$ cat src/hdl/sawfs_pkg.sv
// ----------------------------------------------------------------------------
// sawfs_pkg
// Shared types, codes and the checksum chain step for the stop-and-wait
// frame sender.
// ----------------------------------------------------------------------------
`default_nettype none

package sawfs_pkg;

    localparam int unsigned MaxPayload = 509;

    localparam logic [7:0] TYPE_ACK      = 8'h03;
    localparam logic [7:0] TYPE_LAST     = 8'h18;
    localparam logic [7:0] TYPE_NOT_LAST = 8'h08;

    localparam logic [15:0] TIMEOUT_RESET = 16'd500;

    typedef enum logic [1:0] {
        CMD_START = 2'd0,
        CMD_DATA  = 2'd1,
        CMD_TICK  = 2'd2,
        CMD_ACK   = 2'd3
    } cmd_t;

    typedef enum logic [2:0] {
        EV_NONE   = 3'd0,
        EV_READY  = 3'd1,
        EV_RETX   = 3'd2,
        EV_DONE   = 3'd3,
        EV_REJECT = 3'd4
    } event_t;

    typedef struct packed {
        cmd_t       cmd;
        logic [8:0] packet_length;
        logic       is_final;
        logic [7:0] data_byte;
        logic [7:0] ack_sum;
        logic [7:0] ack_type;
        logic [7:0] ack_order;
    } item_t;

    typedef struct packed {
        event_t     event_res;
        logic [7:0] checksum;
        logic [7:0] frame_type;
        logic [7:0] sequence_res;
        logic [7:0] length_byte;
    } result_t;

    // One step of the signed-byte checksum chain: s = b + r, m = s rem 255
    // (truncated toward zero), new r = (b + m) mod 256.
    function automatic logic [7:0] chain_step(input logic [7:0] r, input logic [7:0] b);
        logic signed [9:0] s;
        logic signed [9:0] m;
        logic [9:0]        t;
        s = $signed({{2{b[7]}}, b}) + $signed({{2{r[7]}}, r});
        if (s == -10'sd255)
            m = 10'sd0;
        else if (s == -10'sd256)
            m = -10'sd1;
        else
            m = s;
        t = {{2{b[7]}}, b} + m;
        return t[7:0];
    endfunction

endpackage

`default_nettype wire

$ cat src/hdl/sawfs_core.sv
// ----------------------------------------------------------------------------
// sawfs_core
// Protocol state of the sender: phase, sequence, checksum chain, payload
// count, acknowledgement timer and timeout register. Gives the result of
// one request combinationally and updates state when the request is stepped.
// ----------------------------------------------------------------------------
`default_nettype none

module sawfs_core (
    input  wire                    clk,
    input  wire                    rst_n,
    input  wire                    step,
    input  sawfs_pkg::item_t       item,
    input  wire                    cfg_wr_en,
    input  wire  [15:0]            cfg_wr_data,
    output sawfs_pkg::result_t     result
);
    import sawfs_pkg::*;

    typedef enum logic [1:0] {
        PH_IDLE = 2'd0,
        PH_LOAD = 2'd1,
        PH_WAIT = 2'd2
    } phase_t;

    phase_t      phase_reg,         phase_next;
    logic [7:0]  seq_count_reg,     seq_count_next;
    logic [7:0]  running_sum_reg,   running_sum_next;
    logic [8:0]  bytes_left_reg,    bytes_left_next;
    logic [15:0] wait_timer_reg,    wait_timer_next;
    logic        final_flag_reg,    final_flag_next;
    logic [7:0]  held_length_reg,   held_length_next;
    logic [7:0]  held_checksum_reg, held_checksum_next;
    logic [15:0] timeout_ticks_reg;

    logic        bad_start;
    logic [7:0]  sum_type;
    logic [7:0]  sum_seq;
    logic [7:0]  sum_len;
    logic [7:0]  sum_data;
    logic [8:0]  left_dec;
    logic [15:0] timer_inc;
    logic [7:0]  ack_chain;
    logic        ack_ok;
    event_t      ev;

    assign bad_start = (phase_reg != PH_IDLE)
                    || ({4'd0, item.packet_length} > 13'(MaxPayload))
                    || (!item.is_final && ({4'd0, item.packet_length} != 13'(MaxPayload)));
    assign sum_type  = item.is_final ? TYPE_LAST : TYPE_NOT_LAST;
    assign sum_seq   = chain_step(sum_type, seq_count_reg);
    assign sum_len   = chain_step(sum_seq, item.packet_length[7:0]);
    assign sum_data  = chain_step(running_sum_reg, item.data_byte);
    assign left_dec  = bytes_left_reg - 9'd1;
    assign timer_inc = wait_timer_reg + 16'd1;
    assign ack_chain = chain_step(chain_step(item.ack_sum, item.ack_type), item.ack_order);
    assign ack_ok    = (ack_chain == 8'hFF) && (item.ack_type == TYPE_ACK)
                    && (item.ack_order == seq_count_reg);

    always_comb
    begin
        phase_next         = phase_reg;
        seq_count_next     = seq_count_reg;
        running_sum_next   = running_sum_reg;
        bytes_left_next    = bytes_left_reg;
        wait_timer_next    = wait_timer_reg;
        final_flag_next    = final_flag_reg;
        held_length_next   = held_length_reg;
        held_checksum_next = held_checksum_reg;
        ev                 = EV_NONE;

        case (item.cmd)
            CMD_START:
            begin
                if (bad_start)
                begin
                    ev = EV_REJECT;
                end
                else
                begin
                    final_flag_next  = item.is_final;
                    held_length_next = item.is_final ? item.packet_length[7:0] : 8'd0;
                    running_sum_next = item.is_final ? sum_len : sum_seq;
                    bytes_left_next  = item.packet_length;
                    if (item.packet_length == 9'd0)
                    begin
                        held_checksum_next = ~running_sum_next;
                        phase_next         = PH_WAIT;
                        wait_timer_next    = 16'd0;
                        ev                 = EV_READY;
                    end
                    else
                    begin
                        phase_next = PH_LOAD;
                    end
                end
            end
            CMD_DATA:
            begin
                if (phase_reg == PH_LOAD)
                begin
                    running_sum_next = sum_data;
                    bytes_left_next  = left_dec;
                    if (left_dec == 9'd0)
                    begin
                        held_checksum_next = ~sum_data;
                        phase_next         = PH_WAIT;
                        wait_timer_next    = 16'd0;
                        ev                 = EV_READY;
                    end
                end
            end
            CMD_TICK:
            begin
                if (phase_reg == PH_WAIT)
                begin
                    wait_timer_next = timer_inc;
                    if (timer_inc >= timeout_ticks_reg)
                    begin
                        wait_timer_next = 16'd0;
                        ev              = EV_RETX;
                    end
                end
            end
            default:
            begin
                if (phase_reg == PH_WAIT)
                begin
                    wait_timer_next = 16'd0;
                    if (ack_ok)
                    begin
                        seq_count_next = seq_count_reg + 8'd1;
                        phase_next     = PH_IDLE;
                        ev             = EV_DONE;
                    end
                    else
                    begin
                        ev = EV_RETX;
                    end
                end
            end
        endcase
    end

    // Frame fields: sequence before any advance, the rest as left by this request.
    always_comb
    begin
        result.event_res = ev;
        if (ev == EV_NONE || ev == EV_REJECT)
        begin
            result.checksum     = 8'd0;
            result.frame_type   = 8'd0;
            result.sequence_res = 8'd0;
            result.length_byte  = 8'd0;
        end
        else
        begin
            result.checksum     = held_checksum_next;
            result.frame_type   = final_flag_next ? TYPE_LAST : TYPE_NOT_LAST;
            result.sequence_res = seq_count_reg;
            result.length_byte  = held_length_next;
        end
    end

    always_ff @(posedge clk or negedge rst_n)
    begin
        if (!rst_n)
        begin
            phase_reg         <= PH_IDLE;
            seq_count_reg     <= 8'd0;
            running_sum_reg   <= 8'd0;
            bytes_left_reg    <= 9'd0;
            wait_timer_reg    <= 16'd0;
            final_flag_reg    <= 1'b0;
            held_length_reg   <= 8'd0;
            held_checksum_reg <= 8'd0;
            timeout_ticks_reg <= TIMEOUT_RESET;
        end
        else
        begin
            if (cfg_wr_en)
                timeout_ticks_reg <= cfg_wr_data;
            if (step)
            begin
                phase_reg         <= phase_next;
                seq_count_reg     <= seq_count_next;
                running_sum_reg   <= running_sum_next;
                bytes_left_reg    <= bytes_left_next;
                wait_timer_reg    <= wait_timer_next;
                final_flag_reg    <= final_flag_next;
                held_length_reg   <= held_length_next;
                held_checksum_reg <= held_checksum_next;
            end
        end
    end

endmodule

`default_nettype wire

$ cat src/hdl/stop_and_wait_frame_sender.sv
// Path: a request accepted is held in the input register, then its result in
// the result register; one result per request.
// Throughput: one request per cycle unless output stalls; the checksum chain
// step and control update fit between the input and result registers.
// Reset: rst_n clears all protocol state, the timeout to 500 ticks, and both
// register stages to empty.
// ----------------------------------------------------------------------------
// stop_and_wait_frame_sender
// Stop-and-wait ARQ sender with streaming request and result channels and a
// write-only timeout register.
// ----------------------------------------------------------------------------
`default_nettype none

module stop_and_wait_frame_sender (
    input  wire         clk,
    input  wire         rst_n,
    input  wire         s_axis_tvalid,
    output logic        s_axis_tready,
    // packet_length[8:0], data_byte[16:9], ack_sum[24:17], ack_type[32:25],
    // ack_order[40:33], zero [47:41]
    input  wire  [47:0] s_axis_tdata,
    // cmd[1:0]
    input  wire  [1:0]  s_axis_tuser,
    // is_final
    input  wire         s_axis_tlast,
    output logic        m_axis_tvalid,
    input  wire         m_axis_tready,
    // checksum[7:0], frame_type[15:8], sequence_res[23:16], length_byte[31:24]
    output logic [31:0] m_axis_tdata,
    // event_res[2:0]
    output logic [2:0]  m_axis_tuser,
    input  wire         cfg_wr_en,
    input  wire  [15:0] cfg_wr_data
);
    import sawfs_pkg::*;

    logic    in_valid_reg;
    item_t   in_item_reg;
    logic    out_valid_reg;
    result_t out_res_reg;
    result_t core_res;
    logic    advance;

    // Move the held request into the result register when that is free.
    assign advance       = in_valid_reg && (!out_valid_reg || m_axis_tready);
    assign s_axis_tready = !in_valid_reg || advance;

    sawfs_core u_core (
        .clk         (clk),
        .rst_n       (rst_n),
        .step        (advance),
        .item        (in_item_reg),
        .cfg_wr_en   (cfg_wr_en),
        .cfg_wr_data (cfg_wr_data),
        .result      (core_res)
    );

    always_ff @(posedge clk or negedge rst_n)
    begin
        if (!rst_n)
        begin
            in_valid_reg  <= 1'b0;
            out_valid_reg <= 1'b0;
        end
        else
        begin
            if (s_axis_tready)
                in_valid_reg <= s_axis_tvalid;
            if (advance)
                out_valid_reg <= 1'b1;
            else if (m_axis_tready)
                out_valid_reg <= 1'b0;
        end
    end

    always_ff @(posedge clk)
    begin
        if (s_axis_tready && s_axis_tvalid)
        begin
            in_item_reg.cmd           <= cmd_t'(s_axis_tuser);
            in_item_reg.packet_length <= s_axis_tdata[8:0];
            in_item_reg.is_final      <= s_axis_tlast;
            in_item_reg.data_byte     <= s_axis_tdata[16:9];
            in_item_reg.ack_sum       <= s_axis_tdata[24:17];
            in_item_reg.ack_type      <= s_axis_tdata[32:25];
            in_item_reg.ack_order     <= s_axis_tdata[40:33];
        end
        if (advance)
            out_res_reg <= core_res;
    end

    assign m_axis_tvalid = out_valid_reg;
    assign m_axis_tuser  = out_res_reg.event_res;
    assign m_axis_tdata  = {out_res_reg.length_byte, out_res_reg.sequence_res,
                            out_res_reg.frame_type, out_res_reg.checksum};

endmodule

`default_nettype wire
$ cat config.mk
export PLATFORM = sky130hd
export DESIGN_NAME = stop_and_wait_frame_sender
export DESIGN_NICKNAME = d
export VERILOG_FILES = /design/src/hdl/sawfs_pkg.sv /design/src/hdl/sawfs_core.sv /design/src/hdl/stop_and_wait_frame_sender.sv
export SDC_FILE = /design/constraint.sdc
export NUM_CORES = 1
export LEC_CHECK = 0
export ABC_CLOCK_PERIOD_IN_PS = 15400
export BUFFER_PORTS_ARGS = -buffer_cell sky130_fd_sc_hd__buf_2
export CAP_MARGIN = 20
export CELL_PAD_IN_SITES_DETAIL_PLACEMENT = 2
export CELL_PAD_IN_SITES_GLOBAL_PLACEMENT = 2
export CORE_ASPECT_RATIO = 1.2
export CORE_MARGIN = 1
export CORE_UTILIZATION = 41
export DETAILED_ROUTE_END_ITERATION = 7
export PLACE_DENSITY_LB_ADDON = 0.15
export SKIP_CTS_REPAIR_TIMING = 1
export SLEW_MARGIN = 25
export SYNTH_ARGS = -nofsm -noshare
export SYNTH_HDL_FRONTEND = slang
export SYNTH_HIERARCHICAL = 1
export SYNTH_SLANG_ARGS = --single-unit
$ cat constraint.sdc
create_clock -name clk -period 15.4 [get_ports clk]
set_input_delay 3.08 -clock clk [delete_from_list [all_inputs] [get_ports clk]]
set_output_delay 3.08 -clock clk [all_outputs]
set_load 0.05 [all_outputs]
-- Yosys cells after proc, flatten, opt, wreduce, memory -nomap -nowiden
Cells that the tools add are included.
- add/subtract/negate cells: 13
- multiply operators: 0
- div/mod/pow operators: 0
- magnitude comparators: 2
- eq/ne operators: 24
- shift-type cells: 0
- muxes and demuxes: 55
- bitwise logic cells: 4
- reductions and logical operators: 27
- operators by type and width (operator ; count):
    8-bit 2-to-1 mux ; 20
    16-bit 2-to-1 mux ; 7
    9-bit == test, second input constant ; 10
    16-bit one-hot mux with 3 select lines ; 1
    8-bit adder ; 5
    8-bit by 8-bit adder with 9-bit output ; 4
    8-bit one-hot mux with 2 select lines ; 2
    9-bit logical NOT ; 2
    9-bit 2-to-1 mux ; 2
    9-bit one-hot mux with 2 select lines ; 1
    16-bit by 1-bit adder with 16-bit output, second input constant ; 1
    16-bit >= comparator ; 1
    8-bit NOT ; 2
    2-bit 2-to-1 mux ; 7
    7-bit AND reduction ; 2
    3-bit 2-to-1 mux ; 4
    5-bit 2-to-1 mux ; 2
    8-bit by 6-bit adder with 9-bit output ; 1
    9-bit > comparator, second input constant ; 1
    9-bit != test, second input constant ; 1
    3-bit one-hot mux with 3 select lines ; 1
    9-bit by 1-bit subtractor with 9-bit output, second input constant ; 1
    8-bit by 1-bit adder with 8-bit output, second input constant ; 1
    8-bit by 2-bit == test with 1-bit output, second input constant ; 1
    other kinds (19) ; 45
- register bits: 157
- latch bits: 0
- memory bits (writable): 0
- bits in read-only memories: 0
- output and inout port bits: 37
- word-level logic and storage cells: 148
- memories: 0

-- Logic depth before layout (Yosys ltp)
Gate-level depths: netlist (run 1).
- depth after elaboration: 18
- gate-level depth with buffers: 38
- gate-level depth less buffers: 37

-- Modules after synthesis
The synthesis (run 1) kept the hierarchy.
- by module, submodules not included (module ; times used ; cells each ; area an instance (um^2) ; seq. area each (um^2)):
    sawfs_core ; 1 ; 1036 ; 8241.7 ; 1909.3
    stop_and_wait_frame_sender ; 1 ; 87 ; 2476.1 ; 2422.3

-- Worst setup path before layout (run 1)
OpenSTA, ideal clock, no wires.
- path type: reg-to-reg
- from: reg in_item_reg[12] (netlist name)
- to: reg u_core.seq_count_reg[6]
- arrival time: 7.600 ns
- slack: 7.670 ns
- cell stages (with the launch flop): 35
- path buffers: 1
- period minus slack after synthesis: 7.730 ns
- path through: edfxtp_1 > ha_1 > or2_2 > or3b_2 > o32a_1 > o22ai_1 > nand4_1 > nor4_1 > nand2b_1 > nand2_1 > ha_1 > a21o_1 > a21oi_1 > o21bai_1 > a21oi_1 > xnor2_1 > ha_1 > inv_1 > a221o_1 > nor4_1 > nand4b_1 > or3_1 > clkbuf_1 > nand2_1 > ha_1 > inv_1 > fa_1 > xor2_1 > or4_1 > nor2_1 > and4bb_2 > nand2b_1 > mux2i_1 > nand4_1 > xnor2_1
- word-level cells in the longest chain between the ends: 14
- elaborated cells between the ends (all ways): 17
- those cells by class: add/sub (4); eq/ne (6); mux (4); reduce/logical (3)
- ends and longest elaborated chain (item ; RTL line ; source):
    from (decl) ; stop_and_wait_frame_sender.sv:38 ; item_t in_item_reg;
    8-bit by 8-bit adder with 9-bit output ; sawfs_pkg.sv:57 ; s = $signed({{2{b[7]}}, b}) + $signed({{2{r[7]}}, r});
    9-bit == test ; sawfs_pkg.sv:60 ; else if (s == -10'sd256)
    8-bit 2-to-1 mux ; sawfs_pkg.sv:60 ;
    8-bit 2-to-1 mux ; sawfs_pkg.sv:58 ; if (s == -10'sd255)
    8-bit adder ; sawfs_pkg.sv:64 ; t = {{2{b[7]}}, b} + m;
    8-bit by 8-bit adder with 9-bit output ; sawfs_pkg.sv:57 ;
    9-bit == test ; sawfs_pkg.sv:60 ;
    8-bit 2-to-1 mux ; sawfs_pkg.sv:60 ;
    8-bit 2-to-1 mux ; sawfs_pkg.sv:58 ;
    8-bit adder ; sawfs_pkg.sv:64 ;
    8-bit == test ; sawfs_core.sv:57 ; assign ack_ok = (ack_chain == 8'hFF) && (item.ack_type == TYPE_ACK)
    1-bit logical AND (*) ; sawfs_core.sv:57 ;
    1-bit logical AND (*) ; sawfs_core.sv:58 ; && (item.ack_order == seq_count_reg);
    4-bit AND reduction (no line) (*) ; n/a ;
    to (signal assigned) ; sawfs_core.sv:186 ; seq_count_reg <= seq_count_next;
    to (decl) ; sawfs_core.sv:27 ; logic [7:0] seq_count_reg, seq_count_next;
Mark *: on every way between the ends. The rest lies on a longest branch, timed or not.
A chain may end at the register's enable or synchronous reset.

-- Worst setup path after layout (run 1)
- from: reg in_item_reg[12] (netlist name)
- to: reg u_core.seq_count_reg[4]
The elaborated chain is that of the path after synthesis.

==> run_results.csv, run 1 <==
group,metric,value,unit
floorplan,dieHeight,179,µm
global_route,grt_pass1_wl,52900,µm
detailed_routing,routed_wl,33500,µm
detailed_routing,via_per_inst,5.67,
synthesis,ys_seq_area_share,40.4,%
critical_path,cp.required,15.74,ns
hold_path,hp-class,"register to register",
synthesis,yosys_warnings,6,
critical_path,endpoint_kind,"register",
placement,dpl.hpwl,24300,µm
critical_path,r2r-start,"in_item_reg[12]$_DFFE_PP_",
sta,slew_viol_final,0,
detailed_routing,drtIter0Drc,265,
global_route,grt_antenna_before_repair,1,
power,power_switching,0.729,mW
floorplan,die-area,0.0268,mm²
synthesis,synthesis.instances,1123,
power,seqPwrFrac,31.0,%
sta,grt_setup_unrepaired,"false",
sta,min_period,9.26,ns
floorplan,die_w,150,µm
critical_path,crit_path_start_kind,"register",
finish,drive_above_1_share,15.3,%
sta,tightest_slew,0.928,ns
clocking,path_clk_slew,0.07,ns
power,irDropWorstVdd,0.0000731,V
global_route,grt_busiest_layer,"met2",
synthesis,ys_top_cells_by_area,"edfxtp_1, dfrtp_1, ha_1, nand2_1, xnor2_1",
sta,hold_violations,0,
critical_path,critPathMaxStageDelay,0.65,ns
critical_path,crit_start,"in_item_reg[12]$_DFFE_PP_",
power,power_leakage,5.34,nW
finish,area.growth.synth_to_final,13.4,%
power,pwr-share-comb,42.9,%
synthesis,synth-seq-cells,157,
global_route,use_met1,28.6,%
synthesis,synth_flop_cell,"edfxtp_1",
run,max_cap_viol_count,0,
detailed_routing,wl_per_cell,21.5,µm
placement,dp_cells,1522,
critical_path,crit_fanout,9,
synthesis,syn_avg_cell_area,9.54,µm²
critical_path,r2r_cells,33,
placement,io_buffers,101,
critical_path,endpoint,"u_core/seq_count_reg[4]$_DFFE_PN0P_",
sta,setup_viol_count_final,0,
clocking,cts_root_buffer,"clkbuf_16",
clocking,cts_made_buffers,17,
finish,fillers,2792,
floorplan,io_pins,109,
critical_path,worstPathArrival,9.61,ns
sta,setup_tns,0,ns
clocking,h-tree-depth,4,
synthesis,synth_top_area_share,22.1,%
synthesis,async_reset_ff_share,49.7,%
critical_path,cp.buffers_inverters,2,
clocking,max-clock-path-buffers,2,
floorplan,start_util,41.8,%
floorplan,core_area,0.0256,mm²
finish,final_common_cell,"nand2_1",
global_route,grt_use_met2,49.4,%
detailed_routing,firstDrtPassIters,4,
floorplan,core.rowCount,64,
synthesis,ys_types,85,
finish,ff_latch_area,0.00433,mm²
global_route,grt_max_degree,64,
critical_path,rrSetupSlack,6.14,ns
sta,post-route-period-util,60.2,%
clocking,clock-sinks,157,
detailed_routing,drtAntennaViolNets,0,
critical_path,cp.depth,33,
power,clkPwrFrac,26.2,%
synthesis,synth_top_cell_by_area,"edfxtp_1",
power,swShare,40.0,%
finish,multi_input_area,0.00594,mm²
clocking,cts_tree,"yes",
power,internal_power,1.10,mW
sta,fmax,108,MHz
finish,final_cell_mix,"nand2_1, buf_2, ha_1, edfxtp_1, nor2_1",
placement,gp_congestion,0.859,
sta,fin_skew,0.0115,ns
critical_path,timing.rr.end,"u_core/seq_count_reg[4]$_DFFE_PN0P_",
finish,largest_register_ffs,44,
critical_path,critPathSlowestCell,"mux2i_1",
critical_path,path_delay_family,"simple AND/OR/NAND/NOR gates",
critical_path,cpMostUsedCell,"ha_1",
sta,maxSlewHeadroom,38.2,%
critical_path,criticalPathCategory,"register to register",
outcome,outcome,"finished, final reports clean",
finish,finalNetCount,1382,
global_route,grt_pass1_vias,9855,
detailed_routing,vias,8818,
power,p_per_area,150,mW/mm²
global_route,track_usage,26.1,%
clocking,clk_latency,0.45,ns
finish,instances_no_fill,1555,
global_route,grt_overflow,0,
global_route,grtUsageMet3,4.76,%
synthesis,synth_edf_count,79,
detailed_routing,drc,0,
synthesis,syn_area,0.0107,mm²
[metrics by stage]
step	setup slack (ns)	util [%]	cell area, µm²	total power [mW]	hold slack (ns)
after floorplan	7.67	-	10700	1.13	0.447
after global placement	6.63	44.9	11500	1.30	0.462
after detailed placement	6.27	44.9	11500	1.34	0.470
after CTS	6.13	47.4	12200	1.84	0.492
after global routing	5.64	47.4	12200	1.94	0.522
final	6.14	47.4	12200	1.82	0.491
[power by group through the flow]
stage               clock network (mW)  registers (mW)  logic, mW
CTS                              0.486           0.565      0.791
floorplan                            0           0.575      0.551
global placement                     0           0.567      0.728
detailed placement                   0           0.571      0.767
finish                           0.477           0.565      0.782
global route                     0.500           0.572      0.866
[how the worst min path moves through the flow]
stage,to,cells past startpoint,from
2_1_floorplan,u_core/final_flag_reg$_DFFE_PN0P_,2,u_core/final_flag_reg$_DFFE_PN0P_
3_3_place_gp,u_core/held_length_reg[7]$_DFFE_PN0P_,2,u_core/held_length_reg[7]$_DFFE_PN0P_
3_5_place_dp,u_core/final_flag_reg$_DFFE_PN0P_,2,u_core/final_flag_reg$_DFFE_PN0P_
4_1_cts,u_core/held_checksum_reg[3]$_DFFE_PN0P_,2,u_core/held_checksum_reg[3]$_DFFE_PN0P_
5_1_grt,u_core/held_length_reg[3]$_DFFE_PN0P_,2,u_core/held_length_reg[3]$_DFFE_PN0P_
6_report,u_core/held_checksum_reg[3]$_DFFE_PN0P_,2,u_core/held_checksum_reg[3]$_DFFE_PN0P_
[cells by family after synthesis]
| group | synth area share (%) |
|---|---|
| other | 0.0350 |
| and+or+nand+nor | 18.7 |
| DFF | 40.4 |
| xor gates and xnor gates | 6.29 |
| muxes | 1.55 |
| buffers and inverters | 4.34 |
| AOI/OAI and AO/OA | 16.4 |
| adders and majority gates | 12.3 |
[Yosys cell counts (12+ instances only)]
master    number
a211oi_1      13
clkbuf_1      31
nand2_1      116
a21oi_1       67
dfrtp_1       72
o21ai_0       75
xor2_1        33
nor3_1        29
a21o_1        20
nor2b_1       27
inv_1         66
nand3_1       26
nor2_1        77
nor4_1        12
xnor2_1       44
edfxtp_1      79
ha_1          89
nand2b_1      18
[metal layers]
layer  wire (µm)  vias to the layer above  part of all wire (%)
met5           0                        -                     0
met4         776                        0                   2.3
met3        1170                       47                   3.5
met2       18000                      150                    54
met1       13500                     4434                    40
li1            -                     4187                     -
[cell type report]
| type | instances | area share [%] |
|---|---|---|
| multi-input combinational | 860 | 48.9 |
| sequential | 157 | 35.6 |
| timing repair buffer | 109 | 4.67 |
| clock buffer | 18 | 3.53 |
| tap | 330 | 3.40 |
| inverter | 66 | 2.04 |
| clock inverter | 14 | 1.80 |
| antenna | 1 | 0.0206 |
[worst register-to-register path: cells and delay by family, from the launching register on]
kind	cells	cell delay, ns
XOR/XNOR	3	0.57
adder cells (fa/ha/maj)	5	1.58
multiplexers	1	0.65
AO/OA/AOI/OAI	7	1.57
buffers and inverters	2	0.16
flip-flops	1	0.47
AND/OR/NAND/NOR	15	4.18
Note: power is estimated with default switching activity, not from simulation.
==> run 2, diff against run 1 <==
Settings changed: ABC_AREA set to 1, ABC_CLOCK_PERIOD_IN_PS 15400 to 7600, CORE_UTILIZATION 41 to 33.
Clock period 15.4 ns to 7.6 ns, I/O delays scaled along.
==> run_results.csv, run 2 <==
group,metric,value,unit
finish,utilization,39.6,%
finish,area.growth.synth_to_final,18.0,%
floorplan,core_area,0.0322,mm²
sta,setup_viol_count_final,0,
clocking,cts_root_buffer,"clkbuf_16",
sta,tightest_slew,0.903,ns
clocking,clk_latency,0.44,ns
floorplan,die-area,0.0334,mm²
sta,slew_viol_final,0,
synthesis,yosys_warnings,6,
critical_path,rrSetupSlack,0.35,ns
synthesis,synth_most_common_cell,"nand2_1",
global_route,grt_antenna_before_repair,0,
floorplan,die_w,167,µm
finish,finalNetCount,1587,
global_route,grt_pass1_wl,52900,µm
synthesis,ys_seq_area_share,40.2,%
critical_path,critPathSlowestCell,"edfxtp_1",
finish,drive_above_1_share,18.8,%
run,max_cap_viol_count,0,
synthesis,ys_types,60,
global_route,track_usage,20.5,%
clocking,h-tree-depth,4,
clocking,path_clk_slew,0.07,ns
power,power_leakage,6.18,nW
synthesis,synthesis.instances,1288,
sta,fmax,138,MHz
hold_path,hold_end,"u_core/running_sum_reg[7]$_DFFE_PN0P_",
sta,hold_violations,0,
detailed_routing,vias,9281,
critical_path,crit_path_start_kind,"register",
detailed_routing,drtAntennaViolNets,0,
sta,maxSlewHeadroom,39.8,%
synthesis,synth_top_cell_by_area,"edfxtp_1",
clocking,clock-sinks,157,
global_route,grt_overflow,0,
critical_path,cp.required,7.97,ns
critical_path,endpoint_kind,"register",
finish,instances_no_fill,1836,
critical_path,critPathMaxStageDelay,0.50,ns
critical_path,r2r-start,"in_item_reg[9]$_DFFE_PP_",
critical_path,worstPathArrival,7.62,ns
finish,n_antenna_cell,0,
sta,fin_skew,0.0145,ns
power,p_per_area,275,mW/mm²
synthesis,synth_edf_count,79,
floorplan,dieHeight,200,µm
critical_path,crit_fanout,5,
power,irDropWorstVdd,0.000133,V
clocking,cts_tree,"yes",
finish,fillers,3662,
floorplan,core.rowCount,72,
sta,post-route-period-util,95.4,%
synthesis,synthTopCellsByCount,"nand2_1, inv_1, ha_1",
hold_path,hp-start,"u_core/running_sum_reg[7]$_DFFE_PN0P_",
synthesis,synth_top_area_share,22.0,%
hold_path,whs_path_depth,2,
synthesis,ys_top_cells_by_area,"edfxtp_1, dfrtp_1, ha_1, nand2_1, inv_1",
global_route,grt_max_degree,70,
detailed_routing,routed_wl,33200,µm
critical_path,criticalPathCategory,"register to register",
detailed_routing,wl_per_cell,18.1,µm
clocking,max-clock-path-buffers,2,
synthesis,synth-seq-cells,157,
synthesis,synth_flop_cell,"edfxtp_1",
detailed_routing,drc,0,
placement,dp_cells,1789,
critical_path,timing.rr.end,"u_core/seq_count_reg[5]$_DFFE_PN0P_",
detailed_routing,firstDrtPassIters,4,
clocking,cts_made_buffers,17,
placement,dpl.hpwl,25400,µm
placement,io_buffers,101,
placement,gp_congestion,0.864,
detailed_routing,via_per_inst,5.06,
synthesis,syn_area,0.0108,mm²
outcome,outcome,"finished, final reports clean",
floorplan,io_pins,109,
finish,final_common_cell,"nand2_1",
critical_path,r2r_cells,48,
sta,grt_setup_unrepaired,"true",
finish,final_cell_mix,"nand2_1, inv_1, buf_2, ha_1",
finish,largest_register_ffs,44,
global_route,grt_pass1_vias,10400,
synthesis,async_reset_ff_share,49.7,%
sta,min_period,7.25,ns
detailed_routing,drtIter0Drc,362,
synthesis,syn_avg_cell_area,8.37,µm²
hold_path,hp-class,"register to register",
floorplan,start_util,33.5,%
==> run 2: where the power goes <==
group          internal, mW  switching (mW)  total (mW)
clock network         0.489           0.389       0.879
registers              1.01          0.0750        1.08
logic                 0.577           0.964        1.54
total                  2.07            1.43        3.50
==> run 2: critical path: cells and delay by family (launching register included) <==
kind                       cells  cell delay [ns]
adders and majority gates      6             1.74
AOI/OAI and AO/OA              8             0.94
and+or+nand+nor               26             3.03
buffers and inverters          6             0.56
DFF                            1             0.50
xor gates and xnor gates       2             0.43
==> run 2: area by class of cell <==
cell class / instances / area (µm²) / share of cell area, %
Sequential cell: 157 / 4330 / 34.0
Timing Repair Buffer: 135 / 771 / 6.06
Clock buffer: 18 / 429 / 3.37
Clock inverter: 14 / 159 / 1.25
Inverter: 217 / 820 / 6.44
Tap cell: 407 / 509 / 4.00
Multi-Input combinational cell: 888 / 5700 / 44.8
==> run 2: stage by stage <==
| step | cell area [µm²] | total power [mW] | TNS (ns) | setup slack, ns | hold WS, ns |
|---|---|---|---|---|---|
| global route | 12700 | 3.77 | -1.13 | -0.240 | 0.530 |
| CTS | 12400 | 3.45 | -0.726 | -0.177 | 0.505 |
| finish | 12700 | 3.50 | 0 | 0.351 | 0.496 |
| detailed placement | 11800 | 2.55 | -0.189 | -0.105 | 0.490 |
| floorplan | 10800 | 2.15 | 0 | 1.06 | 0.453 |
| global placement | 11800 | 2.49 | 0 | 0.120 | 0.478 |
==> run 2: worst max-delay path by stage <==
stage / startpoint / end / slack (ns) / depth (start not counted)
6_report: in_item_reg[9]$_DFFE_PP_ / u_core/seq_count_reg[5]$_DFFE_PN0P_ / 0.35 / 48
5_1_grt: in_item_reg[9]$_DFFE_PP_ / u_core/seq_count_reg[7]$_DFFE_PN0P_ / -0.24 / 46
4_1_cts: in_item_reg[10]$_DFFE_PP_ / u_core/seq_count_reg[7]$_DFFE_PN0P_ / -0.18 / 47
3_5_place_dp: in_item_reg[10]$_DFFE_PP_ / u_core/seq_count_reg[7]$_DFFE_PN0P_ / -0.11 / 47
3_3_place_gp: in_item_reg[10]$_DFFE_PP_ / u_core/seq_count_reg[7]$_DFFE_PN0P_ / 0.12 / 47
2_1_floorplan: in_item_reg[10]$_DFFE_PP_ / u_core/seq_count_reg[7]$_DFFE_PN0P_ / 1.06 / 46
==> run 2: cell families after synthesis <==
family / Yosys count / synth area share (%)
buf+inv: 248 / 9.22
fa+ha+maj: 99 / 12.2
other cells: 1 / 0.0348
flops: 157 / 40.2
mux: 2 / 0.197
compound gates: 222 / 12.0
simple gates: 497 / 21.0
xor+xnor: 62 / 5.11
==> run 2: per-layer routing <==
| layer | track usage (%) | wire length, µm |
|---|---|---|
| met2 | 39.3 | 17900 |
| met3 | 2.80 | 571 |
| met5 | 0 | 0 |
| met4 | 7.61 | 848 |
| met1 | 22.9 | 13900 |
